===== src/hw/rtl/tep_pkg.sv =====
// shared types, constants and helpers of the trace execution profiler
package tep_pkg;

   localparam int PROG_DEPTH = 8192;
   localparam int COUNT_BITS = 32;
   localparam int ADDR_BITS  = $clog2(PROG_DEPTH);

   localparam int WORD_BITS  = 32;
   localparam int PC_BITS    = 16;
   localparam int RADDR_BITS = 13;
   localparam int RESULT_BITS = 32;
   localparam int KIND_BITS  = 8;

   localparam int CSR_INDEX_BITS = 3;
   localparam int CSR_DATA_BITS  = 8;

   localparam logic [CSR_INDEX_BITS-1:0] CSR_ENABLE          = 3'd0;
   localparam logic [CSR_INDEX_BITS-1:0] CSR_CODE_INSTR      = 3'd1;
   localparam logic [CSR_INDEX_BITS-1:0] CSR_CODE_PC         = 3'd2;
   localparam logic [CSR_INDEX_BITS-1:0] CSR_CODE_SKIP       = 3'd3;
   localparam logic [CSR_INDEX_BITS-1:0] CSR_CODE_CYCLE      = 3'd4;

   localparam logic [KIND_BITS-1:0] RESET_CODE_INSTR = 8'd1;
   localparam logic [KIND_BITS-1:0] RESET_CODE_PC    = 8'd2;
   localparam logic [KIND_BITS-1:0] RESET_CODE_SKIP  = 8'd3;
   localparam logic [KIND_BITS-1:0] RESET_CODE_CYCLE = 8'd4;

   localparam int QUEUE_DEPTH    = 4;
   localparam int QUEUE_PTR_BITS = $clog2(QUEUE_DEPTH);
   localparam int QUEUE_CNT_BITS = $clog2(QUEUE_DEPTH + 1);

   localparam int OUT_DEPTH    = 4;
   localparam int OUT_PTR_BITS = $clog2(OUT_DEPTH);
   localparam int OUT_CNT_BITS = $clog2(OUT_DEPTH + 1);

   typedef struct packed {
      logic                  cmd;
      logic [WORD_BITS-1:0]  trace_word;
      logic [RADDR_BITS-1:0] read_address;
   } req_type;

   typedef struct packed {
      logic [RESULT_BITS-1:0] count_value;
      logic [RADDR_BITS-1:0]  count_address;
   } rsp_type;

   typedef enum logic {
      OP_BUMP,
      OP_READ
   } op_kind_type;

   typedef struct packed {
      op_kind_type           kind;
      logic [ADDR_BITS-1:0]  idx;
      logic [RADDR_BITS-1:0] read_address;
   } op_type;

   function automatic logic [ADDR_BITS-1:0] index_of(input logic [PC_BITS-1:0] addr);
      logic [PC_BITS:0] m;
      m = (PC_BITS + 1)'(addr) % (PC_BITS + 1)'(PROG_DEPTH);
      return m[ADDR_BITS-1:0];
   endfunction

endpackage


===== src/hw/rtl/tep_queue.sv =====
// short operation queue between the front and the back
module tep_queue (
   input  logic            clock,
   input  logic            reset,
   input  logic            push,
   input  tep_pkg::op_type push_data,
   output logic            full,
   input  logic            pop,
   output tep_pkg::op_type pop_data,
   output logic            empty
);
   import tep_pkg::*;

   op_type                    buf_ff [QUEUE_DEPTH];
   logic [QUEUE_PTR_BITS-1:0] wptr_ff, wptr_in;
   logic [QUEUE_PTR_BITS-1:0] rptr_ff, rptr_in;
   logic [QUEUE_CNT_BITS-1:0] count_ff, count_in;
   logic                      do_push;
   logic                      do_pop;

   assign full     = (count_ff == QUEUE_CNT_BITS'(QUEUE_DEPTH));
   assign empty    = (count_ff == '0);
   assign pop_data = buf_ff[rptr_ff];
   assign do_push  = push && !full;
   assign do_pop   = pop && !empty;

   always_comb begin
      wptr_in  = do_push ? wptr_ff + 1'b1 : wptr_ff;
      rptr_in  = do_pop ? rptr_ff + 1'b1 : rptr_ff;
      count_in = count_ff + QUEUE_CNT_BITS'(do_push) - QUEUE_CNT_BITS'(do_pop);
   end

   always_ff @(posedge clock) begin
      if (reset) begin
         wptr_ff  <= '0;
         rptr_ff  <= '0;
         count_ff <= '0;
      end else begin
         wptr_ff  <= wptr_in;
         rptr_ff  <= rptr_in;
         count_ff <= count_in;
      end
   end

   always_ff @(posedge clock) begin
      if (do_push) begin
         buf_ff[wptr_ff] <= push_data;
      end
   end

endmodule


===== config.mk =====
export PLATFORM = sky130hd
export DESIGN_NAME = tep_queue
export DESIGN_NICKNAME = d
export VERILOG_FILES = /design/src/hw/rtl/tep_pkg.sv /design/src/hw/rtl/tep_queue.sv
export SDC_FILE = /design/constraint.sdc
export NUM_CORES = 1
export LEC_CHECK = 0
export ABC_AREA = 1
export BUFFER_PORTS_ARGS = -buffer_cell sky130_fd_sc_hd__buf_2
export CAP_MARGIN = 20
export CORE_ASPECT_RATIO = 0.75
export CORE_MARGIN = 2
export CORE_UTILIZATION = 57
export CTS_CLUSTER_SIZE = 28
export DETAILED_ROUTE_END_ITERATION = 7
export PLACE_DENSITY = 0.88
export SLEW_MARGIN = 20
export SYNTH_ARGS = -nofsm -noshare
export SYNTH_HDL_FRONTEND = slang
export SYNTH_SLANG_ARGS = --single-unit

===== constraint.sdc =====
create_clock -name clock -period 2.7 [get_ports clock]
set_input_delay 0.135 -clock clock [delete_from_list [all_inputs] [get_ports clock]]
set_output_delay 0.135 -clock clock [all_outputs]
set_load 0.03 [all_outputs]

* After elaboration in Yosys (flattened, before gate mapping)
Memories as Yosys holds them, arrays and structs flattened. A register that Yosys moved wholly into a read port is not among the register bits. Cells that the tools add are included. W data, S select, Z words.
Word-level totals: memory bits (writable) 108, bits of input ports 31, memories 1, word-level logic and storage cells 18, register bits 7
Memory list:
- buf_ff | depth 4, bits a word 27, read ports 1, clocked after Yosys merged registers in 1, wr ports 1, line tep_queue.sv:14 | op_type buf_ff [QUEUE_DEPTH];
Operators by class: multiplexer cells 4, equality and inequality tests 1, reductions and logical operators 5, $add $sub $neg 4
Operator list (number):
- $add A2 B1 Y2 const B | 2
- $mux W2 | 2
- $add A3 B1 Y3 | 1
- $eq A3 B3 Y1 const B | 1
- $logic_not A3 Y1 | 1
- $sub A3 B1 Y3 | 1
- $logic_and A1 B1 Y1 | 2
- $logic_not A1 Y1 | 2
- $mux W1 | 2

* Logic depth before layout (Yosys ltp)
depth in word-level cells 5, gate-level depth with buffers 11

* Worst setup path before layout
Ideal clock, no wire load.
path kind reg-to-reg, start point register count_ff[1], end point memory buf_ff[0][0] (netlist name), enable pin, library setup time 0.411 ns, data required time 2.289 ns, cell stages (with the launch flop) 5, buffers on the path 0, arrival time 1.804 ns, setup slack 0.485 ns, path through dfxtp_1 > nor2_1 > nand2_1 > nand2_1 > nor2_1
On the way: word-level cells in the longest chain between the ends 5
Ends and longest elaborated chain:
- from (decl) | line tep_queue.sv:17 | logic [QUEUE_CNT_BITS-1:0] count_ff, count_in;
- from (signal assigned) | line tep_queue.sv:41 | count_ff <= count_in;
- $eq A3 B3 Y1 | line tep_queue.sv:21 | assign full = (count_ff == QUEUE_CNT_BITS'(QUEUE_DEPTH));
- $logic_not A1 Y1 | line tep_queue.sv:24 | assign do_push = push && !full;
- $logic_and A1 B1 Y1 | line tep_queue.sv:24
- $mux W1 | line tep_queue.sv:46 | if (do_push) begin
- $mux W1 (implied by the code) | line tep_queue.sv:47 | buf_ff[wptr_ff] <= push_data;
- to (decl) | line tep_queue.sv:14
No other way between the ends.

==> out/qor.yml <==
die_area_mm2: 0.00870
syn2layout_area_growth_pct: 27.2
maxCapViolCount: 0
synth_flop_cell: "edfxtp_1"
max-vdd-ir-drop_v: 0.000620
leakage_nw: 2.15
yosysUniqueCellTypes: 18
pwr-share-comb_pct: 25.6
setup_tns_ns: 0
routed_wl_mm: 9.59
gp_congestion: 0.784
num-fill-cells: 467
stdcell_count: 547
num_antenna_cells: 0
synth_commonest_cells: "108 x edfxtp_1, 68 x nor2_1, 31 x o21ai_0, 27 x o22ai_1, 23 x o21ai_1"
gr-usage-met1_pct: 28.8
power.total_mw: 6.00
top_usage_layer: "met2"
cts_htree_levels: 4
run_status: "complete, no violations"
cp_max_fo: 30
fp-row-count: 28
fin_crit_sh_pct: 87.1
first_global_vias: 2949
required_ns: 2.57
crit_buf_inv: 2
synth_top_area_cell: "edfxtp_1"
post_drt_wl_per_cell_um: 17.5
hold_viol_final: 0
cts_hold_buf: 30
nets: 467
vias: 2947
core_area_mm2: 0.00781
p_switching_mw: 2.03
fmax_mhz: 425
synth.avg_cell_area_um2: 13.8
die_width_um: 107
ys_warn_count: 0
cp-end-kind: "output port"
regArea_mm2: 0.00342
slowest_delay_ns: 0.71
port_buffers: 59
critPathKind: "flop to output port"
path_delay_family: "flip-flops"
startpoint_type: "flop"
multiInputGateArea_um2: 910
ant_nets: 0
track_usage_pct: 23.7
seqPwrFrac_pct: 38.8
synth_top_area_share_pct: 71.5
ios: 60
hold_class: "primary input to flop"
insertion_delay_ns: 0.52
finalSetupViolations: 0
reg2reg_from: "count_ff[1]"
grt_overflow: 0
cts_buffer_depth: 2
synth-async-reset-ratio_pct: 0
post-route-min-period_ns: 2.35
rsz0062_at_grt: "no"
switching_share_pct: 33.9
ys_seq_area_share_pct: 75.4
stdcell_area_mm2: 0.00577
synthCells: 330
drive_gt1_share_pct: 23.5
grt_max_degree: 55
grt_pass1_wl_mm: 14.9
die_y_um: 81.3
ys_top_cells_by_area: "edfxtp_1 71%, nor2_1 5.6%, dfxtp_1 4.0%, o22ai_1 3.7%, o21ai_0 3.4%"
vias_per_cell: 5.39
clock-skew-final_ns: 0.00760
pwr-share-clk_pct: 35.6
ys_ff_latch: 117
syn_area_mm2: 0.00454
start_util_pct: 58.1
synth_edf_count: 108
relSlewSlack_pct: 57.2
slew_viol_final: 0
antenna_found_initial: 0
clock_tree.root_cell: "clkbuf_8"
post_cts_buffers: 0
place_hpwl_mm: 5.22
drtPass1Iterations: 4
clock_sinks: 117
worst_pin_slew_ns: 0.641
cts-buffers-inserted: 17
cpMaxStageDelayCell: "dfxtp_2"
drtIter0Drc: 259
arrival_ns: 2.22
p_per_area_mw_per_mm2: 1040
place_area_mm2: 0.00490
placed_cells: 485
grt_use_met3_pct: 6.02
use_met2_pct: 40.9
hold_start: "reset"
synth.most_common_cell: "edfxtp_1"
syn_nets: 368
tritoncts: "yes"
power.internal_mw: 3.97
path_cells: "buf_4 > o21ai_0 > o22ai_1 > buf_2"
clkTransAtPathRegs_ns: 0.06
cts_resized: 0
drc: 0
-- state kept, by name, summed over array words and instances (netlist names), named ones only --
register  flops
buf_ff      108
count_ff      3
rptr_ff       2
wptr_ff       2
-- worst min-delay path, cell delays in order --
cell and delay [ns]:
dlygate4sd3_1 0.51, buf_2 0.12, nor2_1 0.04
-- stage by stage --
step                utilization (%)  worst slack, ns  hold slack [ns]
floorplan                         -            0.485            0.206
global placement               62.7            0.656            0.327
detailed placement             62.7            0.560            0.328
CTS                            73.9            0.356            0.326
global route                   73.9            0.219            0.347
finish                         73.9            0.349            0.339
-- layout make-up --
type / count / area share, %
repair buffers: 96 / 11.2
flip-flops and latches: 117 / 59.3
multi-input cells: 177 / 15.8
clock buffers: 17 / 7.17
inverters: 20 / 1.52
clock inverters: 15 / 2.73
well taps: 105 / 2.28
-- power by group through the flow --
| stage | sequential [mW] | clock, mW | combinational [mW] |
|---|---|---|---|
| after CTS | 2.33 | 2.14 | 1.53 |
| after global routing | 2.35 | 2.23 | 1.67 |
| after global placement | 2.35 | 0 | 1.42 |
| final | 2.33 | 2.13 | 1.54 |
| after floorplan | 2.30 | 0 | 1.14 |
| after detailed placement | 2.36 | 0 | 1.47 |
-- placed cells by master (no fill, tap or decap) --
cell type and instances:
o21ai_1 23, clkbuf_8 1, dlygate4sd3_1 30, buf_2 59, o21ai_0 31, clkinv_4 6, nand3_1 4, dfxtp_2 1
inv_1 18, inv_6 2, clkinvlp_4 3, nand2_1 12, a21oi_1 5, inv_8 1, bufinv_16 2, clkinv_2 2
o22ai_1 27, ha_1 6, fa_1 1, dfxtp_1 8, buf_4 7, nor2_1 64, clkinv_1 1, edfxtp_1 108
clkbuf_16 16, nor2_4 4
-- logic make-up after synthesis --
| group | share of synthesized area, % |
|---|---|
| buf+inv | 5.18 |
| fa+ha+maj | 2.10 |
| simple gates | 7.06 |
| flops | 75.4 |
| compound gates | 10.2 |
-- layer usage --
metal  wire length (um)  vias to the layer above
met5                  0                        -
met1               3970                     1406
li1                   -                     1405
met4                 94                        0
met3                654                       11
met2               4870                      125
-- final timing paths --
path                 endpoint  slack, ns  depth (start not counted)
setup / recovery  pop_data[9]       0.35                          4
hold reg to reg    rptr_ff[0]       0.51                          2
setup reg to reg  count_ff[1]       0.48                          9
hold / removal    count_ff[0]       0.34                          3
Power figures use the tool's default switching activity.
