--- src/hw/rtl/tep_pkg.sv ---
// shared types, constants and helpers of the trace execution profiler
package tep_pkg;

   localparam int PROG_DEPTH = 8192;
   localparam int COUNT_BITS = 32;
   localparam int ADDR_BITS  = $clog2(PROG_DEPTH);

   localparam int WORD_BITS  = 32;
   localparam int PC_BITS    = 16;
   localparam int RADDR_BITS = 13;
   localparam int RESULT_BITS = 32;
   localparam int KIND_BITS  = 8;

   localparam int CSR_INDEX_BITS = 3;
   localparam int CSR_DATA_BITS  = 8;

   localparam logic [CSR_INDEX_BITS-1:0] CSR_ENABLE          = 3'd0;
   localparam logic [CSR_INDEX_BITS-1:0] CSR_CODE_INSTR      = 3'd1;
   localparam logic [CSR_INDEX_BITS-1:0] CSR_CODE_PC         = 3'd2;
   localparam logic [CSR_INDEX_BITS-1:0] CSR_CODE_SKIP       = 3'd3;
   localparam logic [CSR_INDEX_BITS-1:0] CSR_CODE_CYCLE      = 3'd4;

   localparam logic [KIND_BITS-1:0] RESET_CODE_INSTR = 8'd1;
   localparam logic [KIND_BITS-1:0] RESET_CODE_PC    = 8'd2;
   localparam logic [KIND_BITS-1:0] RESET_CODE_SKIP  = 8'd3;
   localparam logic [KIND_BITS-1:0] RESET_CODE_CYCLE = 8'd4;

   localparam int QUEUE_DEPTH    = 4;
   localparam int QUEUE_PTR_BITS = $clog2(QUEUE_DEPTH);
   localparam int QUEUE_CNT_BITS = $clog2(QUEUE_DEPTH + 1);

   localparam int OUT_DEPTH    = 4;
   localparam int OUT_PTR_BITS = $clog2(OUT_DEPTH);
   localparam int OUT_CNT_BITS = $clog2(OUT_DEPTH + 1);

   typedef struct packed {
      logic                  cmd;
      logic [WORD_BITS-1:0]  trace_word;
      logic [RADDR_BITS-1:0] read_address;
   } req_type;

   typedef struct packed {
      logic [RESULT_BITS-1:0] count_value;
      logic [RADDR_BITS-1:0]  count_address;
   } rsp_type;

   typedef enum logic {
      OP_BUMP,
      OP_READ
   } op_kind_type;

   typedef struct packed {
      op_kind_type           kind;
      logic [ADDR_BITS-1:0]  idx;
      logic [RADDR_BITS-1:0] read_address;
   } op_type;

   function automatic logic [ADDR_BITS-1:0] index_of(input logic [PC_BITS-1:0] addr);
      logic [PC_BITS:0] m;
      m = (PC_BITS + 1)'(addr) % (PC_BITS + 1)'(PROG_DEPTH);
      return m[ADDR_BITS-1:0];
   endfunction

endpackage

--- src/hw/rtl/tep_front.sv ---
// front: configuration, trace word decode and program counter tracking
module tep_front (
   input  logic                                   clock,
   input  logic                                   reset,
   input  logic                                   req_push,
   input  tep_pkg::req_type                       req_data,
   input  logic                                   blocked,
   input  logic                                   csr_we,
   input  logic [tep_pkg::CSR_INDEX_BITS-1:0]     csr_index,
   input  logic [tep_pkg::CSR_DATA_BITS-1:0]      csr_wdata,
   output logic                                   op_push,
   output tep_pkg::op_type                        op_data
);
   import tep_pkg::*;

   logic                 enable_ff;
   logic [KIND_BITS-1:0] code_instr_ff;
   logic [KIND_BITS-1:0] code_pc_ff;
   logic [KIND_BITS-1:0] code_skip_ff;
   logic [KIND_BITS-1:0] code_cycle_ff;
   logic [PC_BITS-1:0]   running_pc_ff, running_pc_in;
   logic [PC_BITS-1:0]   instr_addr_ff, instr_addr_in;

   logic                 accept;
   logic                 trace_on;
   logic [KIND_BITS-1:0] kind;
   logic                 is_instr;
   logic                 is_pc;
   logic                 is_cycle;

   assign accept   = req_push && !blocked;
   assign kind     = req_data.trace_word[WORD_BITS-1 -: KIND_BITS];
   assign trace_on = accept && !req_data.cmd && enable_ff;
   assign is_instr = (kind == code_instr_ff);
   assign is_pc    = !is_instr && (kind == code_pc_ff || kind == code_skip_ff);
   assign is_cycle = !is_instr && !is_pc && (kind == code_cycle_ff);

   always_comb begin
      running_pc_in = running_pc_ff;
      instr_addr_in = instr_addr_ff;
      op_push       = 1'b0;
      op_data.kind  = OP_BUMP;
      op_data.idx   = index_of(instr_addr_ff);
      op_data.read_address = req_data.read_address;
      if (accept && req_data.cmd) begin
         op_push      = 1'b1;
         op_data.kind = OP_READ;
         op_data.idx  = index_of(PC_BITS'(req_data.read_address));
      end else if (trace_on) begin
         if (is_instr) begin
            op_push       = 1'b1;
            op_data.idx   = index_of(running_pc_ff);
            instr_addr_in = running_pc_ff;
            running_pc_in = running_pc_ff + 1'b1;
         end else if (is_pc) begin
            running_pc_in = req_data.trace_word[PC_BITS-1:0];
         end else if (is_cycle) begin
            op_push = 1'b1;
         end
      end
   end

   always_ff @(posedge clock) begin
      if (reset) begin
         enable_ff     <= 1'b0;
         code_instr_ff <= RESET_CODE_INSTR;
         code_pc_ff    <= RESET_CODE_PC;
         code_skip_ff  <= RESET_CODE_SKIP;
         code_cycle_ff <= RESET_CODE_CYCLE;
         running_pc_ff <= '0;
         instr_addr_ff <= '0;
      end else begin
         running_pc_ff <= running_pc_in;
         instr_addr_ff <= instr_addr_in;
         if (csr_we) begin
            case (csr_index)
               CSR_ENABLE:     enable_ff     <= csr_wdata[0];
               CSR_CODE_INSTR: code_instr_ff <= csr_wdata;
               CSR_CODE_PC:    code_pc_ff    <= csr_wdata;
               CSR_CODE_SKIP:  code_skip_ff  <= csr_wdata;
               CSR_CODE_CYCLE: code_cycle_ff <= csr_wdata;
               default: begin
               end
            endcase
         end
      end
   end

endmodule

--- config.mk ---
export PLATFORM = sky130hd
export DESIGN_NAME = tep_front
export DESIGN_NICKNAME = d
export VERILOG_FILES = /design/src/hw/rtl/tep_pkg.sv /design/src/hw/rtl/tep_front.sv
export SDC_FILE = /design/constraint.sdc
export NUM_CORES = 1
export LEC_CHECK = 0
export ABC_AREA = 1
export BUFFER_PORTS_ARGS = -buffer_cell sky130_fd_sc_hd__buf_2
export CORE_MARGIN = 2
export CORE_UTILIZATION = 35
export DETAILED_ROUTE_END_ITERATION = 6
export GPL_TIMING_DRIVEN = 0
export PLACE_DENSITY_LB_ADDON = 0.25
export SYNTH_ARGS = -nofsm -noshare
export SYNTH_HDL_FRONTEND = slang
export SYNTH_SLANG_ARGS = --single-unit
--- constraint.sdc ---
create_clock -name clock -period 3.5 [get_ports clock]
set_input_delay 0.35 -clock clock [delete_from_list [all_inputs] [get_ports clock]]
set_output_delay 0.35 -clock clock [all_outputs]
set_load 0.02 [all_outputs]
* Yosys cells after proc, flatten, opt, wreduce, memory -nomap -nowiden
Index checks and enable logic that the tools add are counted.
** Cells by class
- Shift operators :: 0
- Multiplexer cells :: 11
- Equal/unequal tests :: 8
- Magnitude comparators :: 0
- Reductions and logical operators :: 21
- $mul :: 0
- Add/subtract/negate cells :: 1
- Bitwise operators :: 1
- Divide/modulo/power cells :: 0
** Operators with widths (count)
- two-way mux 13 bit :: 3
- equality test 8 bit :: 4
- two-way mux 16 bit :: 2
- adder 16 x 1 -> 16 bit (second input constant) :: 1
- AND reduction 2 bit :: 5
- logical AND 1 bit :: 7
- equality test 3 x 2 -> 1 bit (second input constant) :: 2
- two-way mux 1 bit :: 6
- AND reduction 3 bit :: 2
- logical NOT 1 bit :: 4
- equality test 3 x 1 -> 1 bit (second input constant) :: 1
- equality test 3 bit (second input constant) :: 1
- logical NOT 3 bit :: 1
- nonzero test 2 bit :: 1
- logical OR 1 bit :: 1
- NOT 1 bit :: 1
** Storage, ports and cells
- Bits in read-only memories :: 0
- Register bits after elaboration :: 62
- Output and inout bits :: 28
- Word-level logic and storage cells :: 49
- Bits in writable memories :: 0
- Bits in latches :: 0
- Memories :: 0

* Logic depth before layout (Yosys ltp)
Gate-level depths: netlist of run 1.
- Depth after elaboration :: 11
- Depth in mapped cells :: 14

* Least setup slack after synthesis of run 1
No wires, ideal clock.
- Kind :: input to output
- Start :: in req_data[41] in the netlist's numbering
- End :: out op_data[13] in the netlist's numbering
- Buffers on the path :: 2
- Stages :: 11
- Slack :: 1.537 ns
- Data arrival time :: 1.613 ns
- Path through :: buf_2 > inv_2 > nand2_1 > nand2_1 > nand2_1 > nor2_4 > nand2_4 > nor2_8 > buf_4 > o21ai_1 > o21ai_1
** RTL lines
- start: declaration :: RTL line tep_front.sv:6 : input tep_pkg::req_type req_data,
- end: declaration :: RTL line tep_front.sv:12 : output tep_pkg::op_type op_data

==> results of run 1 <==
-- metal layers --
layer	GRT usage (%)	up-vias	routed length, um
li1	-	1800	-
met1	23.3	1571	4230
met2	29.1	81	4190
met3	4.65	13	477
met4	5.85	0	110
met5	0	-	0
-- power by group through the flow --
stage	Clock [mW]	Combinational, mW	Sequential [mW]
2_1_floorplan	0	0.122	0.706
3_3_place_gp	0	0.194	0.707
3_5_place_dp	0	0.196	0.707
4_1_cts	0.582	0.197	0.692
5_1_grt	0.611	0.221	0.693
6_report	0.571	0.196	0.692
-- sequential cells by signal (all words and copies together), names as in the netlist --
| signal | flops |
|---|---|
| code_cycle_ff | 8 |
| code_instr_ff | 8 |
| code_pc_ff | 8 |
| code_skip_ff | 8 |
| enable_ff | 1 |
| instr_addr_ff | 13 |
| running_pc_ff | 13 |
-- worst register-to-register path: cells and delay by family, from the launching register on --
family          cells  cell delay, ns
fa+ha+maj           1            0.24
compound gates      1            0.15
simple gates        5            0.71
xor+xnor            1            0.15
flops               1            0.41
-- synthesized netlist by cell type --
master | n | share of area (%)
buf_2 | 6 | 0.89
o211ai_1 | 2 | 0.44
ha_1 | 1 | 0.37
xor2_1 | 12 | 3.1
nor2_8 | 1 | 0.59
nand3_1 | 12 | 1.8
clkbuf_1 | 8 | 0.89
nand2_2 | 4 | 0.74
a21oi_1 | 22 | 3.3
nand3_4 | 1 | 0.52
inv_2 | 11 | 1.2
nor2_4 | 2 | 0.67
clkinv_1 | 1 | 0.11
nand2_1 | 153 | 17
o21ai_1 | 31 | 4.6
buf_4 | 14 | 3.1
dfxtp_1 | 59 | 35
nand2_4 | 2 | 0.67
nor2_1 | 72 | 8.0
nor3_1 | 4 | 0.59
nor2_2 | 1 | 0.18
nand4_1 | 7 | 1.3
o21ai_0 | 35 | 5.2
buf_6 | 3 | 1.0
xnor2_1 | 10 | 2.6
clkbuf_2 | 1 | 0.15
inv_1 | 50 | 5.5
nor3_4 | 1 | 0.48
nand3b_1 | 1 | 0.22
-- cells by family after synthesis --
group	Yosys count	synth area share, %
buf+inv	94	12.9
compound gates	90	13.5
xor+xnor	22	5.69
simple gates	261	32.7
flops	59	34.9
fa+ha+maj	1	0.370
-- area by class of cell --
type | count | area [um^2]
repair buffers | 75 | 375
multi-input cells | 374 | 1770
clock buffers | 10 | 138
well taps | 129 | 161
plain buffers | 32 | 204
clock inverters | 6 | 41.3
fillers | 1007 | 5230
inverters | 62 | 233
flip-flops and latches | 59 | 1180
-- path summary, 6_finish.rpt --
kind                                                    start                       endpoint
worst max register to register  running_pc_ff[0]$_SDFFE_PP0P_  running_pc_ff[8]$_SDFFE_PP0P_
worst min-delay path                             csr_wdata[1]   code_skip_ff[1]$_SDFFE_PP1P_
worst max-delay path                   enable_ff$_SDFFE_PP0P_                    op_data[23]
worst min register to register   code_skip_ff[6]$_SDFFE_PP0P_   code_skip_ff[6]$_SDFFE_PP0P_
-- metrics by stage --
stage	std cells	hold WS (ns)	area (um^2)
detailed placement	731	0.459	3920
global route	747	0.263	4100
CTS	747	0.248	4100
global placement	731	0.453	3920
finish	747	0.264	4100
floorplan	527	0.444	3380
==> impl_metrics.env, run 1 <==
export IMPL_status="finished clean"
export IMPL_final_common_cell="nand2_1"
export IMPL_grt_max_degree=12
export IMPL_drv_cap=0
export IMPL_area_growth_pct=21.1
export IMPL_grt_pass1_vias=3202
export IMPL_syn_area_um2=3380
export IMPL_layout_common_cells="153 x nand2_1, 81 x buf_2, 72 x nor2_1"
export IMPL_switching_share_pct=29.0
export IMPL_p_switching_uw=423
export IMPL_relSlewSlack_pct=46.5
export IMPL_setup_ws_ns=1.03
export IMPL_grt_overflow=0
export IMPL_rows=35
export IMPL_die_w_um=102
export IMPL_total_power_mw=1.46
export IMPL_drtIter0Drc=149
export IMPL_fp_dieH_um=102
export IMPL_die_area_um2=10500
export IMPL_final_nets=676
export IMPL_synth_distinct_cells=29
export IMPL_path_cells="inv_2 -> nor3_4 -> inv_2 -> nor2_8 -> buf_4 -> nand2_1 -> o21ai_1 -> o21ai_1 -> buf_2"
export IMPL_clkPwrFrac_pct=39.2
export IMPL_drive_gt1_share_pct=22.3
export IMPL_seq_area_frac_synth_pct=34.9
export IMPL_cp_max_fo=10
export IMPL_critPathTopFamily="simple AND/OR/NAND/NOR gates"
export IMPL_clock_skew_ns=0.0161
export IMPL_core_um2=9330
export IMPL_clock_sinks=59
export IMPL_antenna_cells=0
export IMPL_insertion_delay_ns=0.35
export IMPL_initial_core_util_pct=36.3
export IMPL_cts_reportedPaths_clkPinSlew_ns=0.07
export IMPL_finalHoldViolCount=0
export IMPL_p_leak_nw=1.99
export IMPL_p_per_area_nw_per_um2=356
export IMPL_clockRootBuffer="clkbuf_8"
export IMPL_cp_num_buf_inv=4
export IMPL_hold_depth=3
export IMPL_routedWlPerCell_um=12.1
export IMPL_io_pins=90
export IMPL_hold_class="input pin to flip-flop"
export IMPL_timing_final_crit_share_pct=70.4
export IMPL_final_setup_tns_ns=0
export IMPL_grtUsageTotal_pct=18.0
export IMPL_post_place_ws_ns=1.21
export IMPL_ir_drop_uv=198
export IMPL_synth_fp_nets=590
export IMPL_setup_viol=0
export IMPL_cts_buffer_depth=2
export IMPL_hold_buffers=0
export IMPL_p_seq_share_pct=47.4
export IMPL_syn_inst=527
export IMPL_crit_required_ns=3.15
export IMPL_worstPathArrival_ns=2.12
export IMPL_cp_num_cells=9
export IMPL_synth_seq_cells=59
export IMPL_portBuffers=75
export IMPL_rsz0062_at_grt="false"
export IMPL_r2r_worst_path_cells=8
export IMPL_yosysWarningCount=0
export IMPL_combPwrFrac_pct=13.4
export IMPL_crit_type="flip-flop to primary output"
export IMPL_cts_setup_buffers=0
export IMPL_final_util_pct=44.0
export IMPL_start_kind="flip-flop"
export IMPL_drc=0
export IMPL_antenna_found_initial=0
export IMPL_max_freq_ghz=0.406
export IMPL_num_vias=3465
export IMPL_critical_path_slowest_cell="nor3_4"
export IMPL_via_per_inst=4.64
export IMPL_cts_buffers_inserted=9
export IMPL_p_int_mw=1.04
export IMPL_endpoint_kind="primary output"
export IMPL_cpPeakStageDelay_ns=0.47
export IMPL_dp_hpwl_mm=6.86
export IMPL_r2r_slack_ns=1.78
export IMPL_ant_nets=0
export IMPL_h_tree_depth=3
export IMPL_first_pass_iters=4
export IMPL_slew_violations=0
export IMPL_grt_pass1_wl_mm=14.7
export IMPL_syn_area_per_cell_um2=6.42
export IMPL_tightest_slew_ns=0.797
export IMPL_post_cts_resized=0
export IMPL_drt_wl_total_mm=9.01
export IMPL_gp_congestion=0.829
export IMPL_cts_tree="done"
export IMPL_fin_crit_ns=2.47
(Power assumes the default switching activity.)
==> run 2, diff against run 1 <==
- clock period: 3.5 -> 2.2 ns (I/O delays scaled with it)
==> run 2 against run 1 <==
Effect of this change:
- clock skew barely moved
- cell area rose by 6.6%
- flip-flop and latch count did not move
- critical path depth rose by 2
- die area did not move
- highest routed layer unchanged
- power rose by 60%
- worst hold slack got worse by 0.12 ns
- sequential share of layout area fell by 1.7 points
- clock power rose by 59%
- largest power group unchanged
- core utilization rose by 2.9 points
==> impl_metrics.env, run 2 (synthesis results as in run 1) <==
export IMPL_cts_buffers_inserted=9
export IMPL_routedWlPerCell_um=12.3
export IMPL_post_place_ws_ns=0.167
export IMPL_insertion_delay_ns=0.35
export IMPL_num_vias=3560
export IMPL_p_switching_uw=677
export IMPL_drc=0
export IMPL_setup_ws_ns=0.0400
export IMPL_antenna_found_initial=0
export IMPL_p_int_mw=1.66
export IMPL_core_um2=9330
export IMPL_via_per_inst=4.70
export IMPL_status="finished clean"
export IMPL_relSlewSlack_pct=42.8
export IMPL_r2r_slack_ns=0.48
export IMPL_hold_start="csr_wdata[4]"
export IMPL_ir_drop_uv=313
export IMPL_dp_cells=731
export IMPL_h_tree_depth=3
export IMPL_cts_reportedPaths_clkPinSlew_ns=0.08
export IMPL_rsz0062_at_grt="true"
export IMPL_clkPwrFrac_pct=38.9
export IMPL_p_seq_share_pct=47.2
export IMPL_slew_violations=0
export IMPL_dp_hpwl_mm=6.86
export IMPL_fp_dieH_um=102
export IMPL_grt_pass1_vias=3225
export IMPL_switching_share_pct=29.0
export IMPL_cp_max_fo=8
export IMPL_gp_congestion=0.829
export IMPL_drv_cap=0
export IMPL_p_per_area_nw_per_um2=534
export IMPL_crit_type="flip-flop to primary output"
export IMPL_p_leak_nw=2.09
export IMPL_timing_final_crit_share_pct=98.2
export IMPL_r2r_worst_path_cells=8
export IMPL_stdcell_area_um2=4370
export IMPL_grt_pass1_wl_mm=14.8
export IMPL_crit_required_ns=1.98
export IMPL_die_area_um2=10500
export IMPL_endpoint_kind="primary output"
export IMPL_tightest_slew_ns=0.851
export IMPL_final_nets=686
export IMPL_cts_buffer_depth=2
export IMPL_clockRootBuffer="clkbuf_8"
export IMPL_layout_common_cells="140 x nand2_1, 71 x nor2_1, 69 x buf_2"
export IMPL_r2r_start="running_pc_ff[0]$_SDFFE_PP0P_"
export IMPL_drt_wl_total_mm=9.33
export IMPL_start_kind="flip-flop"
export IMPL_grtUsageTotal_pct=18.1
export IMPL_drtIter0Drc=154
export IMPL_first_pass_iters=4
export IMPL_area_growth_pct=29.2
export IMPL_portBuffers=75
export IMPL_setup_viol=0
export IMPL_grt_overflow=0
export IMPL_endpoint="op_data[14]"
export IMPL_fin_cells=757
export IMPL_initial_core_util_pct=36.3
export IMPL_reg_largest_list="instr_addr_ff x13, running_pc_ff x13"
export IMPL_timing_rr_end="running_pc_ff[8]$_SDFFE_PP0P_"
export IMPL_clock_sinks=59
export IMPL_hold_buffers=0
export IMPL_worstPathArrival_ns=1.94
export IMPL_grt_max_degree=12
export IMPL_hold_class="input pin to flip-flop"
export IMPL_finalHoldViolCount=0
export IMPL_worstSetupStartpoint="code_instr_ff[0]$_SDFFE_PP1P_"
export IMPL_ant_nets=0
export IMPL_die_w_um=102
export IMPL_combPwrFrac_pct=13.9
export IMPL_max_freq_ghz=0.463
export IMPL_antenna_cells=0
export IMPL_cts_tree="done"
export IMPL_rows=35
export IMPL_final_common_cell="nand2_1"
export IMPL_fin_crit_ns=2.16
export IMPL_drive_gt1_share_pct=29.3
export IMPL_clock_skew_ns=0.0162
export IMPL_placed_area_um2=3920
export IMPL_io_pins=90
-- run 2: area by class of cell --
class / count / area (um^2)
flip-flops and latches: 59 / 1180
inverters: 62 / 233
plain buffers: 32 / 215
multi-input cells: 374 / 1870
well taps: 129 / 161
clock buffers: 10 / 138
clock inverters: 6 / 41.3
fillers: 981 / 4960
repair buffers: 85 / 528
-- run 2: per-layer routing --
layer	GRT usage, %	vias to the layer above	wire [um]
met5	0	-	0
met4	5.85	0	126
met3	4.65	15	474
met2	29.4	88	4330
met1	23.7	1636	4400
li1	-	1821	-
-- run 2: how the worst min path moves through the flow --
stage / endpoint / slack, ns / cells past startpoint
after floorplan: code_cycle_ff[2]$_SDFFE_PP1P_ / 0.33 / 2
after global placement: code_instr_ff[6]$_SDFFE_PP0P_ / 0.45 / 2
after detailed placement: code_skip_ff[6]$_SDFFE_PP0P_ / 0.46 / 2
after CTS: code_skip_ff[1]$_SDFFE_PP1P_ / 0.12 / 3
after global routing: code_skip_ff[1]$_SDFFE_PP1P_ / 0.13 / 3
final: code_pc_ff[4]$_SDFFE_PP0P_ / 0.14 / 3
-- run 2: timing repair --
item	4_1_cts	5_1_grt
endpoints found under the setup margin	13	14
gates cloned	0	2
setup buffers	4	4
resized for setup	3	52
pin swaps	3	10
-- run 2: stage by stage --
step	setup TNS [ns]	util, %	hold WS [ns]	power [mW]
5_1_grt	-0.857	46.9	0.133	2.44
6_report	0	46.9	0.141	2.34
2_1_floorplan	0	-	0.333	1.32
4_1_cts	0	44.5	0.118	2.34
3_3_place_gp	0	42.0	0.453	1.43
3_5_place_dp	0	42.0	0.459	1.44
-- run 2: worst max-delay path, cell delays in order (launching register included) --
cell and delay [ns]:
dfxtp_1 0.32, inv_1 0.06, nand2_1 0.06, nand2_2 0.06, nand2_2 0.09, nor2_4 0.11, nand2_4 0.11, nor2_8 0.21
clkbuf_16 0.20, o21ai_1 0.08, o21ai_1 0.13, buf_4 0.16
-- run 2: power groups by stage --
stage	clock [mW]	sequential, mW	combinational (mW)
floorplan	0	1.12	0.194
global placement	0	1.12	0.309
detailed placement	0	1.13	0.312
CTS	0.925	1.10	0.316
global route	0.972	1.10	0.365
finish	0.908	1.10	0.326
==> run 3, diff against run 2 <==
- CORE_MARGIN: 2 -> 4
==> run 3 against run 2 <==
Effect of this change:
- critical path depth grew 2
- cell count is the same
- first-iteration DRC count shrank 23%
- via count shrank 1.7%
- sequential share of layout area grew 0.35 points
- register-to-register slack gained 0.02 ns
- clock skew shrank 0.0018 ns
- highest routed layer unchanged
- setup slack gained 0.053 ns
- combinational power is essentially flat
- wire length grew 1.3%
- die area grew 8.0%
==> impl_metrics.env, run 3 (synthesis results as in run 1) <==
export IMPL_status="finished clean"
export IMPL_rows=35
export IMPL_cts_tree="done"
export IMPL_max_freq_ghz=0.475
export IMPL_antenna_found_initial=0
export IMPL_p_int_mw=1.69
export IMPL_initial_core_util_pct=36.3
export IMPL_cts_reportedPaths_clkPinSlew_ns=0.07
export IMPL_die_area_um2=11300
export IMPL_endpoint_kind="primary output"
export IMPL_grtUsageTotal_pct=17.0
export IMPL_final_setup_tns_ns=0
export IMPL_switching_share_pct=28.1
export IMPL_portBuffers=75
export IMPL_ir_drop_uv=274
export IMPL_antenna_cells=0
export IMPL_cts_buffers_inserted=9
export IMPL_dp_hpwl_mm=7.12
export IMPL_fillers=998
export IMPL_insertion_delay_ns=0.34
export IMPL_timing_final_crit_share_pct=95.8
export IMPL_drive_gt1_share_pct=28.8
export IMPL_grt_pass1_wl_mm=15.6
export IMPL_grt_pass1_vias=3369
export IMPL_drv_cap=0
export IMPL_worstPathArrival_ns=1.89
export IMPL_routedWlPerCell_um=12.5
export IMPL_p_leak_nw=2.08
export IMPL_drt_wl_total_mm=9.45
export IMPL_rsz0062_at_grt="true"
export IMPL_start_kind="flip-flop"
export IMPL_gp_congestion=0.823
export IMPL_relSlewSlack_pct=42.0
export IMPL_setup_ws_ns=0.0928
export IMPL_finalHoldViolCount=0
export IMPL_hold_buffers=0
export IMPL_clkPwrFrac_pct=39.4
export IMPL_combPwrFrac_pct=13.7
export IMPL_final_nets=686
export IMPL_core_um2=9330
export IMPL_total_power_mw=2.35
export IMPL_clock_skew_ns=0.0144
export IMPL_grt_max_degree=12
export IMPL_fin_crit_ns=2.11
export IMPL_p_per_area_nw_per_um2=543
export IMPL_final_util_pct=46.4
export IMPL_crit_required_ns=1.98
export IMPL_via_per_inst=4.62
export IMPL_io_pins=90
export IMPL_setup_viol=0
export IMPL_crit_type="flip-flop to primary output"
export IMPL_first_pass_iters=5
export IMPL_die_w_um=106
export IMPL_clockRootBuffer="clkbuf_8"
export IMPL_p_switching_uw=660
export IMPL_grt_overflow=0
export IMPL_drc=0
export IMPL_slew_violations=0
export IMPL_clock_sinks=59
export IMPL_cp_max_fo=7
export IMPL_cts_buffer_depth=2
export IMPL_final_common_cell="nand2_1"
export IMPL_p_seq_share_pct=46.9
export IMPL_ant_nets=0
export IMPL_drtIter0Drc=118
export IMPL_post_place_ws_ns=0.182
export IMPL_h_tree_depth=3
export IMPL_num_vias=3498
export IMPL_area_growth_pct=27.9
export IMPL_reg_largest_list="instr_addr_ff x13, running_pc_ff x13"
export IMPL_hold_class="input pin to flip-flop"
export IMPL_layout_common_cells="146 x nand2_1, 72 x nor2_1, 70 x buf_2"
export IMPL_fp_dieH_um=106
export IMPL_tightest_slew_ns=0.864
run 3: cell count changes in the layout (fill, tap and decap cells not counted), moves of 2 or more:
cell     previous run  this run
inv_2              17        20
dfxtp_2             3         6
nand2_2            16        10
o21ai_4             2         0
nand2_1           140       146
o21ai_1            19        21
dfxtp_1            56        53
inv_1              45        42
run 3: what timing repair did:
item | in CTS | in global routing
pin swaps | 3 | 11
gates cloned | 0 | 2
gates resized for setup | 2 | 47
endpoints found under the setup margin | 13 | 14
buffers inserted | 3 | 5
run 3: final timing paths:
path	from	endpoint	slack, ns	depth (start not counted)
worst max-delay path	code_instr_ff[3]$_SDFFE_PP0P_	op_data[23]	0.09	13
worst min-delay path	csr_wdata[1]	code_pc_ff[1]$_SDFFE_PP1P_	0.15	3
worst max register to register	running_pc_ff[0]$_SDFFE_PP0P_	running_pc_ff[8]$_SDFFE_PP0P_	0.50	8
worst min register to register	code_instr_ff[6]$_SDFFE_PP0P_	code_instr_ff[6]$_SDFFE_PP0P_	0.45	2
run 3: area by class of cell:
class | count | area [um^2] | share of cell area, %
multi-input combinational | 374 | 1830 | 42.3
sequential | 59 | 1190 | 27.4
timing repair buffer | 85 | 513 | 11.8
inverter | 62 | 233 | 5.37
buffer | 32 | 215 | 4.97
tap | 129 | 161 | 3.73
clock buffer | 11 | 151 | 3.50
clock inverter | 5 | 37.5 | 0.867
run 3: worst max-delay path, stage by stage (launching register included):
cell       delay [ns]
dfxtp_2          0.34
inv_2            0.04
nand2_1          0.06
nand2_2          0.06
inv_2            0.05
nand2_2          0.05
nor2_4           0.12
nand2_4          0.09
nor2_8           0.19
clkbuf_16        0.19
nand2_2          0.05
o21ai_2          0.06
o21ai_1          0.08
buf_4            0.17
run 3: stage by stage:
stage	cells	hold slack, ns	instance area (um^2)
6_report	757	0.154	4330
5_1_grt	757	0.160	4330
4_1_cts	750	0.138	4140
3_5_place_dp	731	0.457	3920
3_3_place_gp	731	0.453	3920
2_1_floorplan	527	0.333	3380
run 3: layer usage:
metal,share of wire [%],track usage (%),up-vias,wire (um)
met3,4.9,3.95,9,467
met4,1.2,5.46,0,110
li1,-,-,1823,-
met2,48,28.8,70,4530
met1,46,21.3,1596,4350
met5,0,0,-,0
run 3: power by group through the flow:
| stage | Sequential (mW) | Clock [mW] | Combinational [mW] |
|---|---|---|---|
| 2_1_floorplan | 1.12 | 0 | 0.194 |
| 3_3_place_gp | 1.12 | 0 | 0.307 |
| 3_5_place_dp | 1.13 | 0 | 0.311 |
| 4_1_cts | 1.10 | 0.949 | 0.314 |
| 5_1_grt | 1.10 | 0.997 | 0.362 |
| 6_report | 1.10 | 0.927 | 0.323 |
